--- config.mk ---
export PLATFORM = sky130hd
export DESIGN_NAME = utf8_validating_codepoint_counter
export DESIGN_NICKNAME = d
export VERILOG_FILES = /design/src/rtl/u8cc_pkg.sv /design/src/rtl/utf8_validating_codepoint_counter.sv
export SDC_FILE = /design/constraint.sdc
export NUM_CORES = 1
export LEC_CHECK = 0
export CAP_MARGIN = 20
export CORE_MARGIN = 3
export CORE_UTILIZATION = 40
export CTS_CLUSTER_DIAMETER = 30
export CTS_CLUSTER_SIZE = 40
export DETAILED_ROUTE_END_ITERATION = 16
export DONT_BUFFER_PORTS = 1
export GPL_ROUTABILITY_DRIVEN = 0
export PLACE_DENSITY = 0.67
export SLEW_MARGIN = 5
export SYNTH_ARGS = -nofsm -noshare
export SYNTH_HDL_FRONTEND = slang
export SYNTH_SLANG_ARGS = --single-unit
--- constraint.sdc ---
create_clock -name clock -period 5.3 [get_ports clock]
set_clock_uncertainty 0.15 [all_clocks]
set_input_delay 0.53 -clock clock [delete_from_list [all_inputs] [get_ports clock]]
set_output_delay 0.53 -clock clock [all_outputs]
set_load 0.01 [all_outputs]
--- src/rtl/u8cc_pkg.sv ---
// Package for the UTF-8 validating code-point counter.
// Holds the default count width, lead-byte decoding and scalar-value checks.
// No dependencies.
`default_nettype none

package u8cc_pkg;

   // Default width of the saturating code-point count
   localparam int COUNT_WIDTH_DEFAULT = 32;

   // Widths of the pending-sequence fields
   localparam int OCTET_W   = 8;
   localparam int LEN_W     = 3;
   localparam int TRAIL_W   = 2;
   localparam int SCALAR_W  = 21;
   localparam int PAYLOAD_W = 6;

   // Sequence lengths
   localparam logic [LEN_W-1:0] SEQ_NONE = 3'd0;
   localparam logic [LEN_W-1:0] SEQ_ONE  = 3'd1;
   localparam logic [LEN_W-1:0] SEQ_TWO  = 3'd2;
   localparam logic [LEN_W-1:0] SEQ_THREE = 3'd3;
   localparam logic [LEN_W-1:0] SEQ_FOUR = 3'd4;

   // Trail bytes look like 10xxxxxx
   localparam logic [1:0] TRAIL_TAG = 2'b10;

   // Scalar-value limits
   localparam logic [SCALAR_W-1:0] MIN_TWO     = 21'h00080;
   localparam logic [SCALAR_W-1:0] MIN_THREE   = 21'h00800;
   localparam logic [SCALAR_W-1:0] MIN_FOUR    = 21'h10000;
   localparam logic [SCALAR_W-1:0] SURR_LO     = 21'h0D800;
   localparam logic [SCALAR_W-1:0] SURR_HI     = 21'h0DFFF;
   localparam logic [SCALAR_W-1:0] SCALAR_MAX  = 21'h10FFFF;

   // Sequence length implied by a byte; one for anything that is not a lead
   function automatic logic [LEN_W-1:0] lead_len(input logic [OCTET_W-1:0] b);
      logic [LEN_W-1:0] len;
      len = SEQ_ONE;
      if (b >= 8'hC2 && b <= 8'hDF) len = SEQ_TWO;
      else if (b >= 8'hE0 && b <= 8'hEF) len = SEQ_THREE;
      else if (b >= 8'hF0 && b <= 8'hF4) len = SEQ_FOUR;
      return len;
   endfunction

   // Payload bits a lead byte contributes
   function automatic logic [SCALAR_W-1:0] lead_bits(input logic [OCTET_W-1:0] b,
                                                    input logic [LEN_W-1:0] len);
      logic [SCALAR_W-1:0] v;
      case (len)
         SEQ_TWO:   v = SCALAR_W'(b & 8'h1F);
         SEQ_THREE: v = SCALAR_W'(b & 8'h0F);
         SEQ_FOUR:  v = SCALAR_W'(b & 8'h07);
         default:   v = SCALAR_W'(b & 8'h7F);
      endcase
      return v;
   endfunction

   // True when a decoded value is shortest-form, not a surrogate, in range
   function automatic logic scalar_ok(input logic [SCALAR_W-1:0] cp,
                                      input logic [LEN_W-1:0] len);
      logic [SCALAR_W-1:0] least;
      logic ok;
      ok = 1'b1;
      case (len)
         SEQ_TWO:   least = MIN_TWO;
         SEQ_THREE: least = MIN_THREE;
         SEQ_FOUR:  least = MIN_FOUR;
         default:   least = '0;
      endcase
      if (len > SEQ_FOUR || cp < least) ok = 1'b0;
      if (cp >= SURR_LO && cp <= SURR_HI) ok = 1'b0;
      if (cp > SCALAR_MAX) ok = 1'b0;
      return ok;
   endfunction

endpackage

`default_nettype wire

--- src/rtl/utf8_validating_codepoint_counter.sv ---
// Streaming UTF-8 validating code-point counter, top level.
// Depends on u8cc_pkg for lead decoding and scalar-value checks.
// Contains the input register, the sequence tracker and the result register.
`default_nettype none

// Takes one byte per cycle on the req channel and returns one word on the rsp
// channel for each byte marked final: the saturating number of code points in
// the string. A well-formed sequence counts once; every byte of a malformed
// sequence counts once. A NUL stops counting, and a lead whose sequence would
// run past the final byte is counted but nothing after it is. All state clears
// after the final byte. Throughput is one byte per cycle; a byte passes through
// an input register and the per-byte decode/saturating add, and the result word
// of a final byte is registered in the result register that drives rsp.
// A finished result waiting on rsp_ready holds only a following final byte in
// the input register; plain bytes keep flowing until such a byte arrives.
// No clearing pass is needed after reset.
module utf8_validating_codepoint_counter #(
   parameter int COUNT_WIDTH = u8cc_pkg::COUNT_WIDTH_DEFAULT
) (
   input  wire logic        clock,
   input  wire logic        reset,
   input  wire logic        req_valid,
   output logic             req_ready,
   input  wire logic [7:0]  req_octet_in,
   input  wire logic        req_final_byte,
   output logic             rsp_valid,
   input  wire logic        rsp_ready,
   output logic [31:0]      rsp_char_count
);

   localparam int LW = u8cc_pkg::LEN_W;
   localparam int TW = u8cc_pkg::TRAIL_W;
   localparam int SW = u8cc_pkg::SCALAR_W;
   localparam int NSLOT = 3;

   // input register
   logic                 s1_valid_ff, s1_valid_in;
   logic [7:0]           s1_octet_ff;
   logic                 s1_final_ff;

   // string state
   logic [COUNT_WIDTH-1:0] count_ff, count_in;
   logic                 halted_ff, halted_in;
   logic [TW-1:0]        needed_ff, needed_in;
   logic [TW-1:0]        seen_ff, seen_in;
   logic [LW-1:0]        seq_len_ff, seq_len_in;
   logic [SW-1:0]        partial_ff, partial_in;

   // open lead windows, slot index is age in bytes (0 = newest)
   logic                 win_valid_ff [NSLOT];
   logic                 win_valid_in [NSLOT];
   logic [TW-1:0]        win_left_ff  [NSLOT];
   logic [TW-1:0]        win_left_in  [NSLOT];
   logic [COUNT_WIDTH-1:0] win_count_ff [NSLOT];
   logic [COUNT_WIDTH-1:0] win_count_in [NSLOT];

   // result register
   logic                 rsp_valid_ff, rsp_valid_in;
   logic [31:0]          rsp_count_ff;

   logic                 advance;
   logic                 trail;
   logic [TW-1:0]        seen_inc;
   logic [SW-1:0]        pv_shift;
   logic [LW-1:0]        len;
   logic [2:0]           bump;
   logic                 new_lead;
   logic [COUNT_WIDTH:0] sum;
   logic [COUNT_WIDTH-1:0] result;

   // handshake: a final byte needs room in the result register
   assign advance   = s1_valid_ff && (!s1_final_ff || !rsp_valid_ff || rsp_ready);
   assign req_ready = !s1_valid_ff || advance;
   assign s1_valid_in = req_ready ? req_valid : s1_valid_ff;
   assign rsp_valid_in = (advance && s1_final_ff) || (rsp_valid_ff && !rsp_ready);

   assign rsp_valid      = rsp_valid_ff;
   assign rsp_char_count = rsp_count_ff;

   // per-byte decode and sequence tracking
   always_comb begin
      halted_in  = halted_ff;
      needed_in  = needed_ff;
      seen_in    = seen_ff;
      seq_len_in = seq_len_ff;
      partial_in = partial_ff;
      bump       = 3'd0;
      new_lead   = 1'b0;
      trail      = (s1_octet_ff[7:6] == u8cc_pkg::TRAIL_TAG);
      seen_inc   = seen_ff + 2'd1;
      pv_shift   = {partial_ff[SW-7:0], s1_octet_ff[5:0]};
      len        = u8cc_pkg::lead_len(s1_octet_ff);
      if (!halted_ff) begin
         if (seq_len_ff != u8cc_pkg::SEQ_NONE && trail) begin
            partial_in = pv_shift;
            seen_in    = seen_inc;
            if (seen_inc == needed_ff) begin
               if (!u8cc_pkg::scalar_ok(pv_shift, seq_len_ff)) bump = {1'b0, seen_inc};
               needed_in  = '0;
               seen_in    = '0;
               seq_len_in = u8cc_pkg::SEQ_NONE;
               partial_in = '0;
            end
         end else begin
            // a pending sequence broken here counts its consumed bytes
            if (seq_len_ff != u8cc_pkg::SEQ_NONE) bump = {1'b0, seen_ff};
            needed_in  = '0;
            seen_in    = '0;
            seq_len_in = u8cc_pkg::SEQ_NONE;
            partial_in = '0;
            if (s1_octet_ff == 8'h00) begin
               halted_in = 1'b1;
            end else begin
               bump = bump + 3'd1;
               if (len != u8cc_pkg::SEQ_ONE) begin
                  new_lead   = 1'b1;
                  seq_len_in = len;
                  needed_in  = TW'(len - 3'd1);
                  partial_in = u8cc_pkg::lead_bits(s1_octet_ff, len);
               end
            end
         end
      end
   end

   // saturating count update
   always_comb begin
      sum = {1'b0, count_ff} + (COUNT_WIDTH + 1)'(bump);
      count_in = sum[COUNT_WIDTH] ? {COUNT_WIDTH{1'b1}} : sum[COUNT_WIDTH-1:0];
   end

   // age the lead windows; a window closes when its remaining bytes run out
   always_comb begin
      win_valid_in[0] = new_lead;
      win_left_in[0]  = TW'(len - 3'd1);
      win_count_in[0] = count_in;
      for (int i = 1; i < NSLOT; i++) begin
         win_valid_in[i] = win_valid_ff[i-1] && (win_left_ff[i-1] != 2'd1);
         win_left_in[i]  = win_left_ff[i-1] - 2'd1;
         win_count_in[i] = win_count_ff[i-1];
      end
   end

   // oldest open window decides the result, else the running count
   always_comb begin
      if (win_valid_in[2])      result = win_count_in[2];
      else if (win_valid_in[1]) result = win_count_in[1];
      else if (win_valid_in[0]) result = win_count_in[0];
      else                      result = count_in;
   end

   // control state
   always_ff @(posedge clock) begin
      if (reset) begin
         s1_valid_ff  <= 1'b0;
         rsp_valid_ff <= 1'b0;
         count_ff     <= '0;
         halted_ff    <= 1'b0;
         needed_ff    <= '0;
         seen_ff      <= '0;
         seq_len_ff   <= u8cc_pkg::SEQ_NONE;
         partial_ff   <= '0;
         for (int i = 0; i < NSLOT; i++) begin
            win_valid_ff[i] <= 1'b0;
            win_left_ff[i]  <= '0;
         end
      end else begin
         s1_valid_ff  <= s1_valid_in;
         rsp_valid_ff <= rsp_valid_in;
         if (advance) begin
            if (s1_final_ff) begin
               // end of string: back to the reset state
               count_ff   <= '0;
               halted_ff  <= 1'b0;
               needed_ff  <= '0;
               seen_ff    <= '0;
               seq_len_ff <= u8cc_pkg::SEQ_NONE;
               partial_ff <= '0;
               for (int i = 0; i < NSLOT; i++) begin
                  win_valid_ff[i] <= 1'b0;
                  win_left_ff[i]  <= '0;
               end
            end else begin
               count_ff   <= count_in;
               halted_ff  <= halted_in;
               needed_ff  <= needed_in;
               seen_ff    <= seen_in;
               seq_len_ff <= seq_len_in;
               partial_ff <= partial_in;
               for (int i = 0; i < NSLOT; i++) begin
                  win_valid_ff[i] <= win_valid_in[i];
                  win_left_ff[i]  <= win_left_in[i];
               end
            end
         end
      end
   end

   // payload registers
   always_ff @(posedge clock) begin
      if (req_ready) begin
         s1_octet_ff <= req_octet_in;
         s1_final_ff <= req_final_byte;
      end
      if (advance) begin
         for (int i = 0; i < NSLOT; i++) win_count_ff[i] <= win_count_in[i];
         if (s1_final_ff) rsp_count_ff <= 32'(result);
      end
   end

`ifndef SYNTHESIS
   // counting stops only between sequences
   a_halt_idle: assert property (@(posedge clock) disable iff (reset)
      halted_ff |-> (seq_len_ff == u8cc_pkg::SEQ_NONE))
      else $error("halted with a sequence pending");

   // a pending sequence has fewer trails seen than it needs
   a_seq_shape: assert property (@(posedge clock) disable iff (reset)
      (seq_len_ff != u8cc_pkg::SEQ_NONE) |->
         ((needed_ff == TW'(seq_len_ff - 3'd1)) && (seen_ff < needed_ff)))
      else $error("pending sequence bookkeeping out of step");

   // the oldest window slot can only hold a window with one byte left
   a_old_slot: assert property (@(posedge clock) disable iff (reset)
      win_valid_ff[2] |-> (win_left_ff[2] == 2'd1))
      else $error("window outlived its sequence length");

   // a final byte leaves the tracker cleared
   a_final_clear: assert property (@(posedge clock) disable iff (reset)
      (advance && s1_final_ff) |=>
         (count_ff == '0 && !halted_ff && !win_valid_ff[0] && !win_valid_ff[1]))
      else $error("state not cleared after final byte");
`endif

endmodule

`default_nettype wire
### After elaboration in Yosys (flattened, before gate mapping)

Memory sizes are Yosys's and may differ from the RTL's.
Index checks and enable logic that the tools add are counted.

| operators by class | value |
|---|---|
| multiplexer cells | 80 |
| magnitude comparators | 11 |
| $add $sub $neg | 6 |
| reduce and logical (&&, ||, !) cells | 24 |
| equality and inequality tests | 13 |
| bitwise operators | 12 |

Operators with widths:

| cell | number |
|---|---|
| 2-to-1 mux 32 bit | 4 |
| 2-to-1 mux 21 bit | 3 |
| 2-to-1 mux 15 bit | 4 |
| one-hot mux 17 bit (3 select lines) | 1 |
| 2-to-1 mux 3 bit | 14 |
| 2-to-1 mux 2 bit | 19 |
| adder 32 x 3 -> 33 bit | 1 |
| 2-to-1 mux 1 bit | 32 |
| >= comparator 8 bit (second input constant) | 3 |
| <= comparator 8 bit (second input constant) | 3 |
| >= comparator 21 x 16 -> 1 bit (second input constant) | 1 |
| > comparator 21 bit (second input constant) | 1 |
| <= comparator 21 x 16 -> 1 bit (second input constant) | 1 |
| < comparator 21 bit | 1 |
| one-hot mux 7 bit (3 select lines) | 1 |
| 2-to-1 mux 7 bit | 2 |
| equality test 3 x 2 -> 1 bit (second input constant) | 4 |
| OR 1 bit | 12 |
| logical AND 1 bit | 10 |
| logical NOT 8 bit | 1 |
| equality test 3 bit (second input constant) | 2 |
| subtractor 2 x 1 -> 2 bit (second input constant) | 3 |
| logical OR 1 bit | 5 |
| logical NOT 1 bit | 4 |
| other kinds (12) | 14 |

| word-level totals | value |
|---|---|
| memory bits (writable) | 105 |
| bits of input ports | 13 |
| output and inout port bits | 34 |
| register bits after elaboration | 98 |
| memories | 3 |
| word-level logic and storage cells | 160 |

Memory list:

| memory | words | width | rd ports | clocked after memory_dff | wr ports | line | RTL |
|---|---|---|---|---|---|---|---|
| win_count_ff | 3 | 32 | 2 | 0 | 3 | utf8_validating_codepoint_counter.sv:54 | `logic [COUNT_WIDTH-1:0] win_count_ff [NSLOT];` |
| win_left_ff | 3 | 2 | 2 | 0 | 3 | utf8_validating_codepoint_counter.sv:52 | `logic [TW-1:0] win_left_ff [NSLOT];` |
| win_valid_ff | 3 | 1 | 2 | 0 | 3 | utf8_validating_codepoint_counter.sv:50 | `logic win_valid_ff [NSLOT];` |

### Depth between registers and ports, before layout

Gate-level depths: netlist (run 1).

| depth | value |
|---|---|
| depth after elaboration | 21 |
| mapped depth | 14 |
| mapped depth without buffers | 13 |

### Worst setup path after synthesis (run 1)

OpenSTA, ideal clock, no wires.

| timing | value |
|---|---|
| kind | input -> register |
| start point | input port rsp_ready |
| end point | register count_ff[17] |
| required time | 5,033 ps |
| data arrival time | 5,284 ps |
| stages | 6 |
| path slack | -251 ps |
| path buffers | 0 |
| setup time | 117 ps |
| cells stage by stage | nor2b_1 > a21boi_1 > nor2_1 > inv_1 > o21ai_0 > a22o_1 |

| between the ends | value |
|---|---|
| longest elaborated chain between the ends | 2 |

Ends and longest elaborated chain:

| element | line | RTL |
|---|---|---|
| from (decl) | utf8_validating_codepoint_counter.sv:27 | `input wire logic rsp_ready,` |
| logical OR 1 bit | utf8_validating_codepoint_counter.sv:72 | `assign advance = s1_valid_ff && (!s1_final_ff \|\| !rsp_valid_ff \|\| rsp_ready);` |
| logical AND 1 bit | utf8_validating_codepoint_counter.sv:72 |  |
| net advance | utf8_validating_codepoint_counter.sv:61 | `logic advance;` |
| to (signal assigned) | utf8_validating_codepoint_counter.sv:184 | `count_ff <= count_in;` |
| to (decl) | utf8_validating_codepoint_counter.sv:42 | `logic [COUNT_WIDTH-1:0] count_ff, count_in;` |

The timed path passes the listed nets, and every way through them passes these cells.
A chain may end at the register's enable or synchronous reset.

### Final worst setup path (run 1)

| timing | value |
|---|---|
| start point | register s1_octet_ff[4] |
| end point | register rsp_count_ff[9], in the netlist rsp_char_count[9] (data pin) |

| between the ends | value |
|---|---|
| longest elaborated chain between the ends | 16 |
| elaborated cells between the ends (all ways) | 22 |
| those cells by class | 1 x add/sub; 4 x order compare; 14 x mux; 3 x reduce/logical |

Ends and longest elaborated chain:

| element | line | RTL |
|---|---|---|
| from (decl) | utf8_validating_codepoint_counter.sv:38 | `logic [7:0] s1_octet_ff;` |
| from (signal assigned) | utf8_validating_codepoint_counter.sv:202 | `s1_octet_ff <= req_octet_in;` |
| < comparator 21 bit | u8cc_pkg.sv:71 | `if (len > SEQ_FOUR \|\| cp < least) ok = 1'b0;` |
| logical OR 1 bit | u8cc_pkg.sv:71 |  |
| 2-to-1 mux 1 bit | u8cc_pkg.sv:71 |  |
| 2-to-1 mux 1 bit | u8cc_pkg.sv:72 | `if (cp >= SURR_LO && cp <= SURR_HI) ok = 1'b0;` |
| 2-to-1 mux 1 bit | u8cc_pkg.sv:73 | `if (cp > SCALAR_MAX) ok = 1'b0;` |
| 2-to-1 mux 1 bit | utf8_validating_codepoint_counter.sv:97 | `if (seen_inc == needed_ff) begin` |
| 2-to-1 mux 1 bit | utf8_validating_codepoint_counter.sv:94 | `if (seq_len_ff != u8cc_pkg::SEQ_NONE && trail) begin` |
| 2-to-1 mux 1 bit | utf8_validating_codepoint_counter.sv:93 | `if (!halted_ff) begin` |
| (+2 left out) | n/a |  |
| 2-to-1 mux 3 bit (*) | utf8_validating_codepoint_counter.sv:94 |  |
| 2-to-1 mux 3 bit (*) | utf8_validating_codepoint_counter.sv:93 |  |
| adder 32 x 3 -> 33 bit (*) | utf8_validating_codepoint_counter.sv:128 | `sum = {1'b0, count_ff} + (COUNT_WIDTH + 1)'(bump);` |
| 2-to-1 mux 32 bit (*) | utf8_validating_codepoint_counter.sv:129 | `count_in = sum[COUNT_WIDTH] ? {COUNT_WIDTH{1'b1}} : sum[COUNT_WIDTH-1:0];` |
| net count_in[9] | utf8_validating_codepoint_counter.sv:42 |  |
| 2-to-1 mux 32 bit (*) | utf8_validating_codepoint_counter.sv:147 | `else if (win_valid_in[1]) result = win_count_in[1];` |
| 2-to-1 mux 32 bit (*) | utf8_validating_codepoint_counter.sv:146 | `if (win_valid_in[2]) result = win_count_in[2];` |
| net result[9] | utf8_validating_codepoint_counter.sv:69 | `logic [COUNT_WIDTH-1:0] result;` |
| to (signal assigned) | utf8_validating_codepoint_counter.sv:207 | `if (s1_final_ff) rsp_count_ff <= 32'(result);` |
| to (decl) | utf8_validating_codepoint_counter.sv:59 | `logic [31:0] rsp_count_ff;` |

Mark *: on every way through the listed nets, which the timed path passes. The rest lies on a longest branch. The select of a mux whose other input is x is not followed.

==> impl_metrics.sql, run 1 <==
INSERT INTO impl_metrics (metric_group, metric, value, unit) VALUES
('timing', 'achievable-frequency', '0.2223', 'GHz'),
('logic_synthesis', 'synth_seq_area_share', '58.77', '%'),
('floorplanning', 'chipHeight', '144.0', 'um'),
('timing', 'rsz0062_at_grt', 'false', ''),
('cts', 'htreeDepth', '4', ''),
('timing', 'max_slew_margin', '34.95', '%'),
('cts', 'worst_skew_pair.late_latency', '430', 'ps'),
('logic_synthesis', 'synthMostInstantiatedCell', 'sky130_fd_sc_hd__edfxtp_1', ''),
('logic_synthesis', 'synth.ff_latch_count', '168', ''),
('place', 'io_buffers', '0', ''),
('logic_synthesis', 'yosys_warnings', '0', ''),
('cts', 'clkSlewWorstSetupHoldPaths', '70', 'ps'),
('setup_path', 'cpMaxStageDelayCell', 'sky130_fd_sc_hd__or3b_4', ''),
('timing', 'slew_viol_final', '0', ''),
('timing', 'layout_worst_path_cycle_share', '84.89', '%'),
('setup_path', 'path_cells', 'or4_1 > or4_1 > nand2_1 > o221ai_1 > nor3_1 > fa_1 > a21oi_2 > nor4_4 > or3b_4 > o21ai_0 > o21a_1', ''),
('drt', 'postRouteWirelength', '17220', 'um'),
('grt', 'antenna_found_initial', '0', ''),
('grt', 'grt_pass1_wl', '27920', 'um'),
('logic_synthesis', 'mappedNetlistNets', '716', ''),
('power_and_ir_drop', 'power.static_leakage', '3.073', 'nW'),
('logic_synthesis', 'syn_area', '7614', 'sq um'),
('logic_synthesis', 'synth.distinct_cells', '62', ''),
('cts', 'root_buffer', 'sky130_fd_sc_hd__clkbuf_16', ''),
('logic_synthesis', 'synth-async-reset-ratio', '0', '%'),
('power_and_ir_drop', 'power_density', '332.8', 'nW/um^2'),
('cts', 'cts_setup_buffers', '0', ''),
('cts', 'cts_made_buffers', '17', ''),
('drt', 'postRouteAntennaNets', '0', ''),
('setup_path', 'critical_path.max_fanout', '32', ''),
('floorplanning', 'core', '18330', 'sq um'),
('logic_synthesis', 'synth_cells', '695', ''),
('floorplanning', 'boundaryPins', '47', ''),
('place', 'dpl.hpwl', '11050', 'um'),
('final_layout', 'final_layout_size_suffix_gt1_share', '7.747', '%'),
('drt', 'wl_per_cell', '18.60', 'um'),
('floorplanning', 'dieArea', '20730', 'sq um'),
('final_layout', 'area_growth_syn_to_layout', '10.53', '%'),
('timing', 'min_period', '4499', 'ps'),
('setup_path', 'worst_r2r_path_depth', '11', ''),
('outcome', 'result_of_the_run', 'completed', ''),
('grt', 'grt_pass1_vias', '5327', ''),
('grt', 'groute.usage.overall', '17.14', '%'),
('logic_synthesis', 'yosys-top-cells-area', 'sky130_fd_sc_hd__edfxtp_1 44%, sky130_fd_sc_hd__dfxtp_1 15%, sky130_fd_sc_hd__o21ai_0 3.2%', ''),
('setup_path', 'crit_path_frequent_cell', 'sky130_fd_sc_hd__or4_1', ''),
('final_layout', 'stdcell_area', '8416', 'sq um'),
('logic_synthesis', 'netlist.area_leader.share', '43.78', '%'),
('setup_path', 'crit_required', '5450', 'ps'),
('floorplanning', 'placement_rows', '49', ''),
('timing', 'timing_worst_slew_pin_value', '967.6', 'ps'),
('setup_path', 'critical-path-max-stage-delay', '630', 'ps'),
('setup_path', 'critPathCaptureType', 'register', ''),
('drt', 'num_vias', '5599', ''),
('setup_path', 'critical_path_arrival', '4650', 'ps'),
('drt', 'drt_pass1_iterations', '5', ''),
('power_and_ir_drop', 'peakVddDrop', '0.2371', 'mV'),
('cts', 'clkSinkCount', '168', ''),
('timing', 'finalHoldViolations', '0', ''),
('drt', 'number_of_drc_violations_after_detailed_routing_iteration_0', '615', ''),
('logic_synthesis', 'synth_top_flop_cell', 'sky130_fd_sc_hd__edfxtp_1', ''),
('drt', 'via_per_inst', '6.046', ''),
('place', 'dpl-instance-area', '7807', 'sq um'),
('final_layout', 'fillers', '1656', ''),
('cts', 'max-clock-path-buffers', '2', ''),
('setup_path', 'setup.reg_to_reg.worst_slack', '800', 'ps'),
('hold_path', 'hold_path.class', 'in -> reg', ''),
('logic_synthesis', 'mean_cell_area_of_the_mapped_netlist', '10.95', 'sq um'),
('grt', 'overflow', '0', ''),
('setup_path', 'crit_type', 'reg -> reg', ''),
('final_layout', 'final_nets', '705', ''),
('timing', 'fin_tns_setup', '0', 'ps');
## where the power goes
| part | total [mW] | switching, mW | leakage [nW] | internal [mW] |
|---|---|---|---|---|
| Clock | 1.24 | 0.538 | 0.283 | 0.704 |
| Sequential | 1.45 | 0.0200 | 1.55 | 1.43 |
| Combinational | 0.109 | 0.0756 | 1.24 | 0.0331 |
| Total | 2.80 | 0.634 | 3.07 | 2.17 |
## path summary, 6_finish.rpt
kind	from	end
min reg2reg	win_count_ff[0][5]	win_count_ff[0][37]
max reg2reg	s1_octet_ff[4]	rsp_char_count[9]
max	s1_octet_ff[4]	rsp_char_count[9]
min	reset	s1_valid_ff
## layout by cell type (no fill, tap or decap), types with 8 or more instances in the layout
cell type,count
sky130_fd_sc_hd__or3_1,11
sky130_fd_sc_hd__a22oi_1,13
sky130_fd_sc_hd__inv_1,13
sky130_fd_sc_hd__nand2_1,60
sky130_fd_sc_hd__dfxtp_1,57
sky130_fd_sc_hd__nand4_1,11
sky130_fd_sc_hd__a22o_1,21
sky130_fd_sc_hd__nand2b_1,8
sky130_fd_sc_hd__xnor2_1,11
sky130_fd_sc_hd__clkbuf_16,17
sky130_fd_sc_hd__a31oi_1,21
sky130_fd_sc_hd__and4_1,9
sky130_fd_sc_hd__nor3_1,18
sky130_fd_sc_hd__nand3_1,20
sky130_fd_sc_hd__a21o_1,12
sky130_fd_sc_hd__o21ai_0,48
sky130_fd_sc_hd__and3_1,15
sky130_fd_sc_hd__nor4_1,10
sky130_fd_sc_hd__a21oi_1,29
sky130_fd_sc_hd__edfxtp_1,111
sky130_fd_sc_hd__o31ai_1,8
sky130_fd_sc_hd__nor2_1,55
## critical path, delay by kind of cell (launching register included)
family	cells	cell delay, ps
and+or+nand+nor	6	2770
AOI/OAI and AO/OA	4	680
DFF	1	440
adders and majority gates	1	330
## final cells by class
cell class,count,area (sq um),share of cell area (%)
clock buffer,17,425.4,5.055
clock inverter,15,162.7,1.933
inverter,13,48.80,0.5798
multi-input combinational,475,2945,35.00
sequential,168,4474,53.17
tap,229,286.5,3.405
timing repair buffer,9,72.57,0.8623
## timing repair
item                       in CTS  in global routing
hold buffers                    0                  2
hold endpoints to repair        0                  4
setup endpoints to repair       0                  0
## cells by family (layout without fill, tap and decap cells)
kind of cell / Yosys count / in the layout / synth area share (%)
multiplexers: 5 / 5 / 0.6574
AO/OA/AOI/OAI: 194 / 194 / 16.88
adder cells (fa/ha/maj): 8 / 8 / 1.413
AND/OR/NAND/NOR: 253 / 253 / 17.68
buffers and inverters: 52 / 54 / 2.876
flip-flops: 168 / 168 / 58.77
XOR/XNOR: 15 / 15 / 1.725
## routing by layer
metal	routed length [um]	track usage [%]
met5	0	0
met4	134	5.005
met3	968	5.125
met2	8133	26.80
met1	7983	23.18
## flip-flops by register name, summed over array words and instances, names as in the netlist
name and cells:
rsp_valid 1, halted_ff 1, needed_ff 2, rsp_char_count 32, s1_final_ff 1, count_ff 32
win_left_ff 4, seen_ff 2, s1_valid_ff 1, seq_len_ff 3, win_count_ff 64, s1_octet_ff 8
win_valid_ff 2, partial_ff 15
## through the flow
| step | setup WS (ps) | hold WS [ps] | std cells | utilization [%] |
|---|---|---|---|---|
| after floorplan | 1320 | 267.4 | 695 | - |
| after global placement | 962.0 | 274.0 | 892 | 42.59 |
| after detailed placement | 824.3 | 279.7 | 892 | 42.59 |
| after CTS | 809.0 | 2.130 | 924 | 45.80 |
| after global routing | 527.4 | 1.118 | 926 | 45.91 |
| final | 800.8 | 19.10 | 926 | 45.91 |
Note: power is estimated with default switching activity, not from simulation.
==> inputs of run 2 (changes only) <==
--- a/config.mk
+++ b/config.mk
@@ -13,7 +13,7 @@
 export DETAILED_ROUTE_END_ITERATION = 16
 export DONT_BUFFER_PORTS = 1
 export GPL_ROUTABILITY_DRIVEN = 0
-export PLACE_DENSITY = 0.67
+export PLACE_DENSITY = 0.65
 export SLEW_MARGIN = 5
 export SYNTH_ARGS = -nofsm -noshare
 export SYNTH_HDL_FRONTEND = slang
==> constraint.sdc (replaced) <==
create_clock -name clock -period 4.3 [get_ports clock]
set_clock_uncertainty 0.15 [all_clocks]
set_input_delay 0.43 -clock clock [delete_from_list [all_inputs] [get_ports clock]]
set_output_delay 0.43 -clock clock [all_outputs]
set_load 0.01 [all_outputs]
==> impl_metrics.sql, run 2 (same netlist as run 1, synthesis figures left out) <==
INSERT INTO impl_metrics (metric_group, metric, value, unit) VALUES
('floorplanning', 'core', '18330', 'sq um'),
('drt', 'wl_per_cell', '19.09', 'um'),
('cts', 'clkSinkCount', '168', ''),
('hold_path', 'min_from', 'reset', ''),
('hold_path', 'hold_path.class', 'in -> reg', ''),
('place', 'io_buffers', '0', ''),
('cts', 'tritoncts', 'built', ''),
('floorplanning', 'chipHeight', '144.0', 'um'),
('final_layout', 'final_layout_size_suffix_gt1_share', '9.257', '%'),
('timing', 'slew_viol_final', '0', ''),
('final_layout', 'layout_common_cells', '111 x sky130_fd_sc_hd__edfxtp_1, 60 x sky130_fd_sc_hd__nand2_1, 57 x sky130_fd_sc_hd__dfxtp_1, 55 x sky130_fd_sc_hd__nor2_1, 47 x sky130_fd_sc_hd__o21ai_0', ''),
('floorplanning', 'placement_rows', '49', ''),
('final_layout', 'largest_register_ffs', '64', ''),
('drt', 'postRouteWirelength', '17980', 'um'),
('drt', 'num_vias', '5617', ''),
('drt', 'drt_pass1_iterations', '5', ''),
('place', 'dpl.hpwl', '11530', 'um'),
('power_and_ir_drop', 'power_density', '393.9', 'nW/um^2'),
('setup_path', 'crit_start', 's1_octet_ff[4]', ''),
('timing', 'max_slew_margin', '31.30', '%'),
('timing', 'achievable-frequency', '0.2470', 'GHz'),
('setup_path', 'crit_type', 'reg -> reg', ''),
('power_and_ir_drop', 'peakVddDrop', '0.3226', 'mV'),
('drt', 'via_per_inst', '5.963', ''),
('final_layout', 'insertedDiodeCount', '0', ''),
('drt', 'number_of_drc_violations_after_detailed_routing_iteration_0', '559', ''),
('cts', 'max-clock-path-buffers', '2', ''),
('grt', 'grt_pass1_vias', '5551', ''),
('final_layout', 'stdcell_area', '8569', 'sq um'),
('job', 'drv_cap', '0', ''),
('grt', 'groute.usage.overall', '18.00', '%'),
('grt', 'overflow', '0', ''),
('grt', 'antenna_found_initial', '0', ''),
('floorplanning', 'boundaryPins', '47', ''),
('floorplanning', 'initial_core_utilization', '41.53', '%'),
('timing', 'layout_worst_path_cycle_share', '94.17', '%'),
('timing', 'final.hold.worst_slack', '57.86', 'ps'),
('cts', 'root_buffer', 'sky130_fd_sc_hd__clkbuf_16', ''),
('setup_path', 'startpoint_of_the_lowest_slack_register_to_register_path', 's1_octet_ff[4]', ''),
('drt', 'postRouteAntennaNets', '0', ''),
('cts', 'cts_made_buffers', '17', ''),
('cts', 'clkSlewWorstSetupHoldPaths', '70', 'ps'),
('final_layout', 'commonest_non_fill_non_tap_cell_in_the_layout', 'sky130_fd_sc_hd__edfxtp_1', ''),
('outcome', 'result_of_the_run', 'completed', ''),
('setup_path', 'critical_path_arrival', '4080', 'ps'),
('grt', 'grt_pass1_wl', '29240', 'um'),
('setup_path', 'critical_path.max_fanout', '7', ''),
('timing', 'fin_tns_setup', '0', 'ps'),
('place', 'dpl-instance-area', '7845', 'sq um'),
('timing', 'finalHoldViolations', '0', ''),
('timing', 'setup_violations', '0', ''),
('setup_path', 'critPathCaptureType', 'register', ''),
('final_layout', 'area_growth_syn_to_layout', '12.56', '%'),
('grt', 'grt_max_degree', '68', ''),
('setup_path', 'nature_of_the_critical_path_startpoint', 'register', ''),
('setup_path', 'crit_required', '4330', 'ps'),
('timing', 'timing_worst_slew_pin_value', '1029', 'ps'),
('floorplanning', 'dieArea', '20730', 'sq um'),
('drt', 'drcViolationCount', '0', ''),
('cts', 'worst_skew_pair.late_latency', '430', 'ps'),
('final_layout', 'largest-register', 'win_count_ff', ''),
('cts', 'htreeDepth', '4', ''),
('final_layout', 'final_nets', '721', ''),
('timing', 'min_period', '4049', 'ps'),
('floorplanning', 'floorplan.die.width', '144.0', 'um'),
('power_and_ir_drop', 'power.static_leakage', '3.137', 'nW');
[run 2: layout make-up]
| class | count | area, sq um |
|---|---|---|
| multi-input combinational | 476 | 2997 |
| fill | 1613 | 9762 |
| clock buffer | 21 | 471.7 |
| sequential | 168 | 4474 |
| timing repair buffer | 24 | 207.7 |
| tap | 229 | 286.5 |
| inverter | 13 | 48.80 |
| clock inverter | 11 | 83.83 |
[run 2: per-stage QoR]
step | utilization (%) | power [mW] | setup WS [ps] | cells
global route | 46.75 | 3.487 | -16.08 | 942
floorplan | - | 1.913 | 320.1 | 695
finish | 46.75 | 3.375 | 250.8 | 942
detailed placement | 42.80 | 1.957 | 131.9 | 897
global placement | 42.80 | 1.951 | 282.0 | 897
CTS | 46.43 | 3.406 | 131.4 | 940
[run 2: worst paths after layout]
path                    endpoint  slack (ps)  depth (start not counted)
max reg2reg   rsp_char_count[27]         250                         10
min                   seen_ff[1]          60                          2
max           rsp_char_count[27]         250                         10
min reg2reg  win_count_ff[0][61]         290                          0
[run 2: repair_timing]
action	CTS	global route
hold endpoints to repair	31	0
hold buffers	11	0
endpoints found under the setup margin	0	30
gates resized for setup	0	10
setup buffers	0	1
[run 2: per-layer routing]
metal	track usage [%]	wire, um	vias up
li1	-	-	2674
met5	0	0	-
met4	6.789	310	0
met2	29.27	8584	184
met3	3.860	1025	26
met1	23.66	8062	2733
[run 2: worst max-delay path, stage by stage, from the launching register on]
cell and delay [ps]:
sky130_fd_sc_hd__edfxtp_1 430, sky130_fd_sc_hd__or4_1 560, sky130_fd_sc_hd__or4_1 590, sky130_fd_sc_hd__o21ai_0 150, sky130_fd_sc_hd__a211oi_1 110, sky130_fd_sc_hd__ha_1 220, sky130_fd_sc_hd__fa_2 380, sky130_fd_sc_hd__a21o_1 310
sky130_fd_sc_hd__a211oi_1 430, sky130_fd_sc_hd__a31oi_1 260, sky130_fd_sc_hd__a21o_1 210
[run 2: power by group]
group | switching, mW | total [mW] | internal (mW)
clock | 0.642 | 1.44 | 0.801
combinational | 0.0974 | 0.144 | 0.0464
sequential | 0.0249 | 1.79 | 1.76
total | 0.764 | 3.38 | 2.61
==> inputs of run 3 (changes only) <==
--- a/config.mk
+++ b/config.mk
@@ -13,7 +13,7 @@
 export DETAILED_ROUTE_END_ITERATION = 16
 export DONT_BUFFER_PORTS = 1
 export GPL_ROUTABILITY_DRIVEN = 0
-export PLACE_DENSITY = 0.65
+export PLACE_DENSITY = 0.67
 export SLEW_MARGIN = 5
 export SYNTH_ARGS = -nofsm -noshare
 export SYNTH_HDL_FRONTEND = slang
==> constraint.sdc (replaced) <==
create_clock -name clock -period 3.4 [get_ports clock]
set_clock_uncertainty 0.15 [all_clocks]
set_input_delay 0.34 -clock clock [delete_from_list [all_inputs] [get_ports clock]]
set_output_delay 0.34 -clock clock [all_outputs]
set_load 0.01 [all_outputs]
==> impl_metrics.sql, run 3 (same netlist as run 1, synthesis figures left out) <==
INSERT INTO impl_metrics (metric_group, metric, value, unit) VALUES
('grt', 'grt_pass1_vias', '6116', ''),
('final_layout', 'stdcell_area', '10030', 'sq um'),
('drt', 'number_of_drc_violations_after_detailed_routing_iteration_0', '660', ''),
('setup_path', 'crit_start', 's1_octet_ff[3]', ''),
('final_layout', 'final_layout_size_suffix_gt1_share', '30.81', '%'),
('power_and_ir_drop', 'report.power.total', '4.402', 'mW'),
('hold_path', 'min_from', 'rsp_ready', ''),
('hold_path', 'hold_path.class', 'in -> reg', ''),
('drt', 'postRouteWirelength', '20880', 'um'),
('timing', 'timing_worst_slew_pin_value', '1059', 'ps'),
('drt', 'postRouteAntennaNets', '0', ''),
('final_layout', 'final_cells', '1021', ''),
('drt', 'drt_pass1_iterations', '6', ''),
('place', 'place_inst', '949', ''),
('cts', 'clkSinkCount', '168', ''),
('place', 'dp_worst_setup_slack', '-450.0', 'ps'),
('timing', 'setup_violations', '96', ''),
('drt', 'via_per_inst', '6.134', ''),
('setup_path', 'critPathCaptureType', 'register', ''),
('place', 'io_buffers', '0', ''),
('setup_path', 'cp.depth', '13', ''),
('timing', 'min_period', '3768', 'ps'),
('setup_path', 'critPathBufInv', '2', ''),
('setup_path', 'worst_r2r_path_depth', '13', ''),
('power_and_ir_drop', 'power_density', '438.6', 'nW/um^2'),
('setup_path', 'path_cells', 'or4_4 > or4_4 > nand2_4 > o221ai_2 > nor3_2 > buf_4 > fa_2 > a21oi_4 > nor4_4 > buf_4 > or3b_4 > a31oi_1 > a21o_1', ''),
('grt', 'grt_pass1_wl', '32110', 'um'),
('timing', 'achievable-frequency', '0.2654', 'GHz'),
('final_layout', 'final_core_occ', '54.74', '%'),
('setup_path', 'critical_path.max_fanout', '6', ''),
('power_and_ir_drop', 'power.static_leakage', '3.738', 'nW'),
('setup_path', 'critical_path_arrival', '3920', 'ps'),
('grt', 'antenna_found_initial', '0', ''),
('timing', 'finalHoldViolations', '0', ''),
('final_layout', 'largest-register', 'win_count_ff', ''),
('timing', 'rsz0062_at_grt', 'true', ''),
('setup_path', 'crit_family', 'simple AND/OR/NAND/NOR gates', ''),
('setup_path', 'crit_required', '3560', 'ps'),
('cts', 'worst_skew_pair.late_latency', '430', 'ps'),
('grt', 'grt_max_degree', '40', ''),
('job', 'drv_cap', '0', ''),
('floorplanning', 'initial_core_utilization', '41.53', '%'),
('cts', 'root_buffer', 'sky130_fd_sc_hd__clkbuf_16', ''),
('power_and_ir_drop', 'netSwitchingPower', '0.9789', 'mW'),
('final_layout', 'commonest_non_fill_non_tap_cell_in_the_layout', 'sky130_fd_sc_hd__edfxtp_1', ''),
('cts', 'cts_made_buffers', '17', ''),
('drt', 'num_vias', '6263', ''),
('outcome', 'violations', 'setup timing', ''),
('floorplanning', 'placement_rows', '49', ''),
('cts', 'htreeDepth', '4', ''),
('outcome', 'result_of_the_run', 'complete, but fails checks', ''),
('setup_path', 'startpoint_of_the_lowest_slack_register_to_register_path', 's1_octet_ff[3]', ''),
('final_layout', 'area_growth_syn_to_layout', '31.80', '%'),
('power_and_ir_drop', 'power_share_of_the_clock_group', '43.5', '%'),
('floorplanning', 'floorplan.die.width', '144.0', 'um'),
('final_layout', 'insertedDiodeCount', '0', ''),
('setup_path', 'crit_type', 'reg -> reg', ''),
('place', 'dpl-instance-area', '8272', 'sq um'),
('power_and_ir_drop', 'comb_power_share', '5.1', '%'),
('setup_path', 'nature_of_the_critical_path_startpoint', 'register', ''),
('timing', 'slew_viol_final', '0', ''),
('setup_path', 'cpMaxStageDelayCell', 'sky130_fd_sc_hd__or4_4', ''),
('place', 'dpl.hpwl', '12370', 'um'),
('setup_path', 'critical-path-max-stage-delay', '570', 'ps'),
('cts', 'max-clock-path-buffers', '2', ''),
('final_layout', 'layout_common_cells', '111 x sky130_fd_sc_hd__edfxtp_1, 63 x sky130_fd_sc_hd__buf_4, 57 x sky130_fd_sc_hd__dfxtp_1, 49 x sky130_fd_sc_hd__nand2_1, 48 x sky130_fd_sc_hd__nor2_1', ''),
('grt', 'groute.usage.overall', '19.98', '%'),
('drt', 'drcViolationCount', '0', ''),
('timing', 'layout_worst_path_cycle_share', '110.8', '%'),
('timing', 'setup_ws', '-368.4', 'ps'),
('timing', 'max_slew_margin', '29.11', '%'),
('hold_path', 'timing.hold.worst_path_depth', '3', ''),
('cts', 'tritoncts', 'built', ''),
('floorplanning', 'dieArea', '20730', 'sq um'),
('power_and_ir_drop', 'seq_power_share', '51.3', '%'),
('floorplanning', 'boundaryPins', '47', ''),
('drt', 'wl_per_cell', '20.45', 'um'),
('final_layout', 'largest_register_ffs', '64', ''),
('cts', 'clkSlewWorstSetupHoldPaths', '70', 'ps'),
('grt', 'overflow', '0', ''),
('floorplanning', 'core', '18330', 'sq um'),
('floorplanning', 'chipHeight', '144.0', 'um'),
('final_layout', 'final_nets', '800', ''),
('power_and_ir_drop', 'power.share.switching', '22.24', '%'),
('power_and_ir_drop', 'peakVddDrop', '0.3953', 'mV'),
('power_and_ir_drop', 'p_int', '3.423', 'mW');
[run 3: changes by cell type in the layout (fill, tap and decap cells not counted), sizes merged]
cell	previous run	this run
or3b	2	4
clkbuf	21	25
buf	13	90
inv	22	15
clkinv	2	5
[run 3: final timing paths]
path	slack, ps	end
max	-370	rsp_char_count[3]
min reg2reg	290	win_count_ff[0][36]
min	60	rsp_valid
max reg2reg	-370	rsp_char_count[3]
[run 3: stage by stage]
stage,hold WS (ps),TNS (ps)
after floorplan,267.4,-2884
after global placement,264.7,-16310
after detailed placement,266.0,-21890
after CTS,46.45,-11690
after global routing,65.07,-32060
final,63.93,-21630
[run 3: cell type report]
class                   instances  area [sq um]
repair buffers                101         908.4
clock inverters                 7         53.80
multi-input cells             478          3722
flip-flops and latches        168          4474
clock buffers                  25         540.5
well taps                     229         286.5
fillers                      1432          8297
inverters                      13         48.80
[run 3: what timing repair did]
item	4_1_cts	5_1_grt
setup buffers	15	14
endpoints found under the hold margin	33	0
setup endpoints to repair	96	96
cloned	3	0
pin swaps	29	29
hold buffers	11	0
gates resized for setup	117	67
[run 3: worst reg2reg max path, delay by kind of cell, from the launching register on]
kind	cells	cell delay, ps
AOI/OAI and AO/OA	4	480
adders and majority gates	1	260
buffers and inverters	2	330
DFF	1	390
and+or+nand+nor	6	2040
[run 3: power by group through the flow]
stage,Sequential (mW),Combinational (mW),Clock [mW]
detailed placement,2.30,0.185,0
CTS,2.26,0.211,1.94
global route,2.26,0.244,2.03
global placement,2.30,0.180,0
finish,2.26,0.226,1.92
floorplan,2.30,0.123,0
[run 3: metal layers]
layer | GRT usage (%) | share of wire (%) | vias to the layer above
li1 | - | - | 2834
met5 | 0 | 0 | -
met2 | 32.41 | 48 | 301
met1 | 25.35 | 41 | 3052
met3 | 4.393 | 6.7 | 76
met4 | 9.713 | 3.9 | 0
